**src/rtl/core/framed_message_receiver_crc8_defines.svh**
```systemverilog
// Assertion macros shared by the receiver RTL.
`ifndef FRAMED_MESSAGE_RECEIVER_CRC8_DEFINES_SVH
`define FRAMED_MESSAGE_RECEIVER_CRC8_DEFINES_SVH

`ifndef NO_ASSERTIONS

// Same-cycle implication, checked out of reset
`define FMR_ASSERT_IMPLY(label, clk, rst_n, ante, cons) \
    label: assert property (@(posedge clk) disable iff (!rst_n) (ante) |-> (cons)) \
        else $error("implication check failed");

// Next-cycle implication, checked out of reset
`define FMR_ASSERT_NEXT(label, clk, rst_n, ante, cons) \
    label: assert property (@(posedge clk) disable iff (!rst_n) (ante) |=> (cons)) \
        else $error("next-cycle check failed");

`else

`define FMR_ASSERT_IMPLY(label, clk, rst_n, ante, cons)
`define FMR_ASSERT_NEXT(label, clk, rst_n, ante, cons)

`endif

`endif

```
**src/rtl/core/fmrcrc8_pkg.sv**
```systemverilog
// Constants, status codes and CRC-8 helper for the framed message receiver.
package fmrcrc8_pkg;

    // Message buffer depth; body and header counts stop one short of it
    localparam int BUFFER_LEN = 64;
    localparam int CNT_W      = $clog2(BUFFER_LEN);

    // Port field widths
    localparam int BYTE_W   = 8;
    localparam int STATUS_W = 3;
    localparam int LEN_W    = 6;
    localparam int CFG_IDX_W = 2;

    // Receiver status codes
    localparam logic [STATUS_W-1:0] ST_IDLE = 3'd0;
    localparam logic [STATUS_W-1:0] ST_HDR  = 3'd1;
    localparam logic [STATUS_W-1:0] ST_ACT  = 3'd2;
    localparam logic [STATUS_W-1:0] ST_RDY  = 3'd3;
    localparam logic [STATUS_W-1:0] ST_ABT  = 3'd4;
    localparam logic [STATUS_W-1:0] ST_BOF  = 3'd5;

    // Configuration register indexes
    localparam logic [CFG_IDX_W-1:0] CFG_START      = 2'd0;
    localparam logic [CFG_IDX_W-1:0] CFG_HEADER_END = 2'd1;
    localparam logic [CFG_IDX_W-1:0] CFG_END        = 2'd2;
    localparam logic [CFG_IDX_W-1:0] CFG_MASTER     = 2'd3;

    // Configuration reset values
    localparam logic [BYTE_W-1:0] START_RST      = 8'hF0;
    localparam logic [BYTE_W-1:0] HEADER_END_RST = 8'hF1;
    localparam logic [BYTE_W-1:0] END_RST        = 8'hF2;
    localparam logic [BYTE_W-1:0] MASTER_RST     = 8'hFF;

    // Header parsing
    localparam logic [BYTE_W-1:0] RANGE_MARK = 8'h2D;
    localparam logic [CNT_W-1:0]  MAX_HEADER = CNT_W'(5);
    localparam int HDR_DEPTH = 4;

    typedef logic [BYTE_W-1:0] byte_t;

    // One byte of Dallas/Maxim CRC-8, reflected polynomial 0x8C
    function automatic byte_t crc8_step(input byte_t crc, input byte_t data);
        byte_t v;
        v = crc ^ data;
        for (int i = 0; i < 8; i++) begin
            v = v[0] ? ((v >> 1) ^ 8'h8C) : (v >> 1);
        end
        return v;
    endfunction

endpackage

```
**src/rtl/core/framed_message_receiver_crc8.sv**
```systemverilog
// Framed message receiver: header parse, body echo and CRC-8 check, one byte per cycle.
// One received byte per transaction, one result per byte. Bytes are taken every cycle
// while the result side keeps up; a byte's result reaches the outputs through the
// input register, then the result register that holds the updated receiver state.
// All of the per-byte work, including the three-byte header CRC seed, is done in the
// single logic stage ahead of the result register. The start, header-end and end byte
// values and the master address must be written through the configuration port only
// while idle; the block itself does not enforce this.
`include "framed_message_receiver_crc8_defines.svh"

module framed_message_receiver_crc8 (
    input  logic                                 clk,
    input  logic                                 rst_n,
    // received byte channel
    input  logic                                 byte_valid,
    output logic                                 byte_stall,
    input  logic [fmrcrc8_pkg::BYTE_W-1:0]       rx_byte,
    // result channel
    output logic                                 result_valid,
    input  logic                                 result_stall,
    output logic [fmrcrc8_pkg::STATUS_W-1:0]     status,
    output logic [fmrcrc8_pkg::BYTE_W-1:0]       body_byte,
    output logic                                 body_byte_valid,
    output logic [fmrcrc8_pkg::LEN_W-1:0]        body_index,
    output logic [fmrcrc8_pkg::BYTE_W-1:0]       dest_low,
    output logic [fmrcrc8_pkg::BYTE_W-1:0]       dest_high,
    output logic [fmrcrc8_pkg::BYTE_W-1:0]       source_address,
    output logic [fmrcrc8_pkg::BYTE_W-1:0]       message_type,
    output logic [fmrcrc8_pkg::LEN_W-1:0]        body_length,
    // configuration write channel
    input  logic                                 cfg_valid,
    output logic                                 cfg_ready,
    input  logic [fmrcrc8_pkg::CFG_IDX_W-1:0]    cfg_index,
    input  logic [fmrcrc8_pkg::BYTE_W-1:0]       cfg_data
);
    import fmrcrc8_pkg::*;

    // configuration registers
    byte_t start_reg, header_end_reg, end_reg, master_reg;

    // input stage
    logic  s1_valid_reg;
    byte_t s1_byte_reg;

    // receiver state
    logic [STATUS_W-1:0] status_reg, status_next;
    logic [CNT_W-1:0]    count_reg, count_next;
    byte_t               dl_reg, dl_next;
    byte_t               dh_reg, dh_next;
    byte_t               src_reg, src_next;
    byte_t               type_reg, type_next;
    byte_t               crc_reg, crc_next;
    byte_t               pend_reg, pend_next;
    byte_t               hdr_mem [HDR_DEPTH];
    logic                hdr_we;

    // result register
    logic                res_valid_reg;
    logic [STATUS_W-1:0] res_status_reg;
    byte_t               res_byte_reg;
    logic                res_bv_reg;
    logic [LEN_W-1:0]    res_idx_reg;
    byte_t               res_dl_reg, res_dh_reg, res_src_reg, res_type_reg;
    logic [LEN_W-1:0]    res_len_reg;

    // per-byte combinational results
    logic             bv_next;
    logic [CNT_W-1:0] bidx_next;
    logic [CNT_W-1:0] count_inc;
    byte_t            c;
    byte_t            h0, h1, h2, h3;
    byte_t            p_dh, p_src;
    logic             res_load, s1_load;

    // handshake
    assign res_load   = s1_valid_reg && (!res_valid_reg || !result_stall);
    assign byte_stall = s1_valid_reg && !res_load;
    assign s1_load    = byte_valid && !byte_stall;
    assign cfg_ready  = 1'b1;

    // configuration writes
    always_ff @(posedge clk or negedge rst_n)
    begin
        if (!rst_n)
        begin
            start_reg      <= START_RST;
            header_end_reg <= HEADER_END_RST;
            end_reg        <= END_RST;
            master_reg     <= MASTER_RST;
        end
        else if (cfg_valid && cfg_ready)
        begin
            case (cfg_index)
                CFG_START:      start_reg      <= cfg_data;
                CFG_HEADER_END: header_end_reg <= cfg_data;
                CFG_END:        end_reg        <= cfg_data;
                CFG_MASTER:     master_reg     <= cfg_data;
                default:        ;
            endcase
        end
    end

    // input register
    always_ff @(posedge clk or negedge rst_n)
    begin
        if (!rst_n)
        begin
            s1_valid_reg <= 1'b0;
        end
        else if (s1_load)
        begin
            s1_valid_reg <= 1'b1;
        end
        else if (res_load)
        begin
            s1_valid_reg <= 1'b0;
        end
    end

    always_ff @(posedge clk)
    begin
        if (s1_load)
        begin
            s1_byte_reg <= rx_byte;
        end
    end

    // header view: positions 1 to 3 at or past the count read as zero
    assign c  = s1_byte_reg;
    assign h0 = hdr_mem[0];
    assign h1 = (count_reg > CNT_W'(1)) ? hdr_mem[1] : '0;
    assign h2 = (count_reg > CNT_W'(2)) ? hdr_mem[2] : '0;
    assign h3 = (count_reg > CNT_W'(3)) ? hdr_mem[3] : '0;

    always_comb
    begin
        if (h1 == RANGE_MARK)
        begin
            p_dh  = h2;
            p_src = (count_reg > CNT_W'(3)) ? h3 : master_reg;
        end
        else
        begin
            p_dh  = h0;
            p_src = (count_reg > CNT_W'(1)) ? h1 : master_reg;
        end
    end

    assign count_inc = count_reg + CNT_W'(1);

    // per-byte state update
    always_comb
    begin
        status_next = status_reg;
        count_next  = count_reg;
        dl_next     = dl_reg;
        dh_next     = dh_reg;
        src_next    = src_reg;
        type_next   = type_reg;
        crc_next    = crc_reg;
        pend_next   = pend_reg;
        hdr_we      = 1'b0;
        bv_next     = 1'b0;
        bidx_next   = '0;

        if (c == start_reg)
        begin
            status_next = ST_HDR;
            count_next  = '0;
            dl_next     = '0;
            dh_next     = '0;
            src_next    = '0;
            type_next   = '0;
            crc_next    = '0;
            pend_next   = '0;
        end
        else if (status_reg inside {ST_RDY, ST_ABT, ST_BOF})
        begin
            // hold until the next start byte
        end
        else if (c == end_reg)
        begin
            if (status_reg == ST_ACT)
            begin
                if (count_reg == '0)
                begin
                    status_next = ST_ABT;
                end
                else
                begin
                    count_next  = count_reg - CNT_W'(1);
                    status_next = (crc_reg == pend_reg) ? ST_RDY : ST_ABT;
                end
            end
            else
            begin
                status_next = ST_IDLE;
                count_next  = '0;
                dl_next     = '0;
                dh_next     = '0;
                src_next    = '0;
                type_next   = '0;
                crc_next    = '0;
                pend_next   = '0;
            end
        end
        else if (status_reg == ST_HDR)
        begin
            if (c == header_end_reg)
            begin
                count_next = '0;
                if (count_reg == '0 || count_reg > MAX_HEADER)
                begin
                    status_next = ST_ABT;
                end
                else
                begin
                    status_next = ST_ACT;
                    dl_next     = h0;
                    dh_next     = p_dh;
                    src_next    = p_src;
                    crc_next    = crc8_step(crc8_step(crc8_step('0, h0), p_dh), p_src);
                end
            end
            else
            begin
                hdr_we     = (count_reg < CNT_W'(HDR_DEPTH));
                count_next = count_inc;
                if (count_inc == CNT_W'(BUFFER_LEN - 1))
                begin
                    status_next = ST_BOF;
                    count_next  = '0;
                end
            end
        end
        else if (status_reg == ST_ACT)
        begin
            if (type_reg == '0 && count_reg == '0)
            begin
                type_next = c;
            end
            else
            begin
                crc_next   = crc8_step(crc_reg, (count_reg == '0) ? type_reg : pend_reg);
                pend_next  = c;
                bv_next    = 1'b1;
                bidx_next  = count_reg;
                count_next = count_inc;
                if (count_inc == CNT_W'(BUFFER_LEN - 1))
                begin
                    status_next = ST_BOF;
                end
            end
        end
    end

    // receiver state registers
    always_ff @(posedge clk or negedge rst_n)
    begin
        if (!rst_n)
        begin
            status_reg <= ST_IDLE;
            count_reg  <= '0;
            dl_reg     <= '0;
            dh_reg     <= '0;
            src_reg    <= '0;
            type_reg   <= '0;
            crc_reg    <= '0;
            pend_reg   <= '0;
        end
        else if (res_load)
        begin
            status_reg <= status_next;
            count_reg  <= count_next;
            dl_reg     <= dl_next;
            dh_reg     <= dh_next;
            src_reg    <= src_next;
            type_reg   <= type_next;
            crc_reg    <= crc_next;
            pend_reg   <= pend_next;
        end
    end

    // header byte store
    always_ff @(posedge clk)
    begin
        if (res_load && hdr_we)
        begin
            hdr_mem[count_reg[1:0]] <= c;
        end
    end

    // result register
    always_ff @(posedge clk or negedge rst_n)
    begin
        if (!rst_n)
        begin
            res_valid_reg <= 1'b0;
        end
        else if (res_load)
        begin
            res_valid_reg <= 1'b1;
        end
        else if (!result_stall)
        begin
            res_valid_reg <= 1'b0;
        end
    end

    always_ff @(posedge clk)
    begin
        if (res_load)
        begin
            res_status_reg <= status_next;
            res_byte_reg   <= bv_next ? c : '0;
            res_bv_reg     <= bv_next;
            res_idx_reg    <= LEN_W'(bidx_next);
            res_dl_reg     <= dl_next;
            res_dh_reg     <= dh_next;
            res_src_reg    <= src_next;
            res_type_reg   <= type_next;
            res_len_reg    <= (status_next == ST_HDR) ? '0 : LEN_W'(count_next);
        end
    end

    assign result_valid    = res_valid_reg;
    assign status          = res_status_reg;
    assign body_byte       = res_byte_reg;
    assign body_byte_valid = res_bv_reg;
    assign body_index      = res_idx_reg;
    assign dest_low        = res_dl_reg;
    assign dest_high       = res_dh_reg;
    assign source_address  = res_src_reg;
    assign message_type    = res_type_reg;
    assign body_length     = res_len_reg;

    // checks
    `FMR_ASSERT_IMPLY(a_echo_in_body, clk, rst_n, res_valid_reg && res_bv_reg, (res_status_reg == ST_ACT || res_status_reg == ST_BOF))
    `FMR_ASSERT_IMPLY(a_hdr_fields_clear, clk, rst_n, status_reg == ST_HDR, (type_reg == '0 && dl_reg == '0 && crc_reg == '0))
    `FMR_ASSERT_IMPLY(a_stall_only_full, clk, rst_n, byte_stall, s1_valid_reg && res_valid_reg)
    `FMR_ASSERT_NEXT(a_result_follows, clk, rst_n, res_load, res_valid_reg)

endmodule
```
**config.mk**
```make
export PLATFORM = sky130hd
export DESIGN_NAME = framed_message_receiver_crc8
export DESIGN_NICKNAME = d
export VERILOG_FILES = /design/src/rtl/core/fmrcrc8_pkg.sv /design/src/rtl/core/framed_message_receiver_crc8.sv
export VERILOG_INCLUDE_DIRS = /design/src /design/src/rtl/core
export SDC_FILE = /design/constraint.sdc
export NUM_CORES = 1
export LEC_CHECK = 0
export BUFFER_PORTS_ARGS = -buffer_cell sky130_fd_sc_hd__buf_4
export CAP_MARGIN = 20
export CORE_MARGIN = 5
export CORE_UTILIZATION = 23
export CTS_BUF_LIST = sky130_fd_sc_hd__clkbuf_8
export DETAILED_ROUTE_END_ITERATION = 12
export PLACE_DENSITY_LB_ADDON = 0.05
export SYNTH_ARGS = -nofsm -noshare
export SYNTH_HDL_FRONTEND = slang
export SYNTH_SLANG_ARGS = --single-unit
```
**constraint.sdc**
```tcl
create_clock -name clk -period 3.4 [get_ports clk]
set_input_delay 0.17 -clock clk [delete_from_list [all_inputs] [get_ports clk]]
set_output_delay 0.17 -clock clk [all_outputs]
set_load 0.03 [all_outputs]
```
==> out/qor.csv <==
metric,value,unit
status,"complete, no violations",
yosysTopAreaCellShare,30.6,%
ioPinCount,82,
synth_top_flop_cell,edfxtp_1,
intPower,4.26,mW
synthCells,814,
wl_per_cell,19.6,um
cp-end-kind,flip-flop,
drt_iter0_drc,335,
seqPwrFrac,42.3,%
cts_max_level,4,
fmax,309,MHz
first_pass_iters,6,
fin_util,29.6,%
numCtsBuffers,17,
start_kind,flip-flop,
hold_viol_final,0,
io_buffer_count,80,
grt_pass1_wl,46200,um
clk_pin_slew,100,ps
cp_num_buf_inv,1,
leakagePower,4.94,nW
async_reset_ff_share,48.7,%
p_per_area,546,mW/mm^2
drive_above_1_share,30.5,%
insertion_delay,510,ps
ys_seq_area_share,55.0,%
synth_edf_count,96,
postRouteAntennaNets,0,
grt_max_degree,51,
fin_worst_skew,12.6,ps
start_util,23.2,%
synth_area,0.00942,sq mm
overflow,0,
crit_fanout,5,
grt_pass1_vias,7094,
period_needed,3240,ps
finalSetupTns,0,ps
rr_worst_depth,10,
hp-class,primary input to async pin,
clockPowerShare,22.9,%
cp_top_family,XOR/XNOR gates,
die_y,212,um
grt_usage,13.7,%
yosys_warnings,0,
cts_root_buf,clkbuf_8,
dp_hpwl,22600,um
finalSetupViolCount,0,
fin_crit_sh,95.3,%
area_growth,27.6,%
combPwrFrac,34.8,%
largest_register_ffs,32,
gp_congestion,0.785,
tightest_slew,764,ps
avgSynthCellArea,11.6,sq um
cap_viol_max_count,0,
rows,74,
via_per_inst,4.45,
vias,6829,
die_w,212,um
synth.distinct_cells,69,
r2r_start,count_reg[2],
drc,0,
crit_chain,or4_4 > a21o_1 > buf_4 > o221a_2 > xnor2_2 > xnor3_2 > xnor2_4 > xnor2_2 > xnor2_1 > o21ai_1,
p_sw,2.31,mW
ys_ff_latch,187,
antennaDiodeCount,0,
ir_worst_vdd,0.306,mV
cts.sinks,187,
coreArea,0.0406,sq mm
crit_path_top_delay_cell,or4_4,
cp_common_cell,xnor2_2,
cp.required,3800,ps
cts_tree,yes,
cpPeakStageDelay,630,ps
final_nets,1017,
drt-total-wl,30000,um
r2r-end,crc_reg[3],
syn_nets,843,
cts_max_path_buffers,2,
synth_top_area_cell,edfxtp_1,
criticalPathCategory,flip-flop to flip-flop,
crit_arrival,3640,ps
fin_hold_ws,96.3,ps
slew_headroom,48.9,%
antenna_found_initial,0,
dieArea,0.0451,sq mm
ff2ff_setup_slack,160,ps
sw_frac_of_total,35.2,%
slew_violations,0,
synthTopCellsByArea,"edfxtp_1, dfrtp_1, dfstp_2, xnor2_1, xor2_1",
-- power groups by stage --
stage	combinational [mW]	clock [mW]	sequential, mW
after floorplan	1.24	0	2.89
after global placement	2.22	0	2.83
after detailed placement	2.19	0	2.83
after CTS	2.22	1.60	2.78
after global routing	2.50	1.67	2.81
final	2.29	1.51	2.78
-- layer usage --
layer | global-route usage, % | share of wire, %
met1 | 19.1 | 49
met5 | 0 | 0
met2 | 21.5 | 46
met4 | 4.15 | 1.8
met3 | 2.73 | 3.3
-- cells by family after synthesis --
family	after synthesis	share of synthesized area, %
buffers and inverters	55	2.48
muxes	49	5.63
other	1	0.0398
AOI/OAI and AO/OA	172	12.0
xor gates and xnor gates	106	11.5
and+or+nand+nor	238	12.6
adders and majority gates	6	0.797
DFF	187	55.0
-- worst max-delay path by stage --
stage	slack, ps	depth (start not counted)	startpoint	end
floorplan	30	13	count_reg[0]	crc_reg[1]
global placement	30	11	hdr_mem[1][7]	crc_reg[1]
detailed placement	-30	13	count_reg[0]	crc_reg[1]
CTS	4	13	count_reg[0]	crc_reg[1]
global route	-20	12	hdr_mem[1][4]	crc_reg[3]
finish	160	10	count_reg[2]	crc_reg[3]
-- through the flow --
stage | area (sq um) | std cells | power [mW] | worst slack [ps]
final | 12000 | 1533 | 6.57 | 160
after global routing | 12000 | 1533 | 6.98 | -15.3
after CTS | 11900 | 1529 | 6.61 | 4.08
after detailed placement | 11300 | 1477 | 5.02 | -28.7
after global placement | 11300 | 1477 | 5.05 | 35.0
after floorplan | 9430 | 814 | 4.13 | 29.4
-- cell type report --
| cell class | instances | area (sq um) |
|---|---|---|
| repair buffers | 200 | 1620 |
| clock inverters | 15 | 140 |
| multi-input cells | 572 | 4140 |
| clock buffers | 17 | 234 |
| flip-flops and latches | 187 | 5190 |
| fillers | 4204 | 28600 |
| inverters | 10 | 38.8 |
| well taps | 532 | 666 |
-- synthesized netlist by cell type (3+ instances only) --
cell	number
a21boi_0	4
a21boi_1	3
a21oi_1	32
a22o_1	22
a22oi_1	4
a31oi_1	3
and2_1	9
and3_1	18
buf_2	7
clkbuf_1	33
dfrtp_1	69
dfstp_2	22
edfxtp_1	96
ha_1	6
inv_1	9
mux2_2	32
mux2i_1	17
nand2_1	104
nand2b_1	15
nand3_1	9
nand3b_1	3
nand4_1	4
nor2_1	34
nor2b_1	4
nor3_1	7
nor3b_1	4
nor4_1	9
o211ai_1	8
o21ai_0	57
o221a_2	3
o221ai_1	5
o22ai_1	4
o31ai_1	11
or3_1	5
xnor2_1	46
xnor2_2	7
xnor3_1	3
xor2_1	46
-- timing repair --
item	in CTS	in global routing
gates resized for setup	2	24
hold buffers	20	0
buffers inserted	0	3
endpoints found under the setup margin	4	27
gates cloned	0	0
hold endpoints to repair	119	0
pin swaps	0	8
-- cell usage in the layout (no fill, tap or decap), types with 31 or more instances in the layout --
| cell type | n |
|---|---|
| nand2_1 | 102 |
| nor2_1 | 33 |
| a21oi_1 | 31 |
| edfxtp_1 | 96 |
| mux2_2 | 32 |
| dfrtp_1 | 69 |
| buf_4 | 173 |
| xor2_1 | 45 |
| xnor2_1 | 41 |
| o21ai_0 | 57 |
Note: power is estimated with default switching activity, not from simulation.
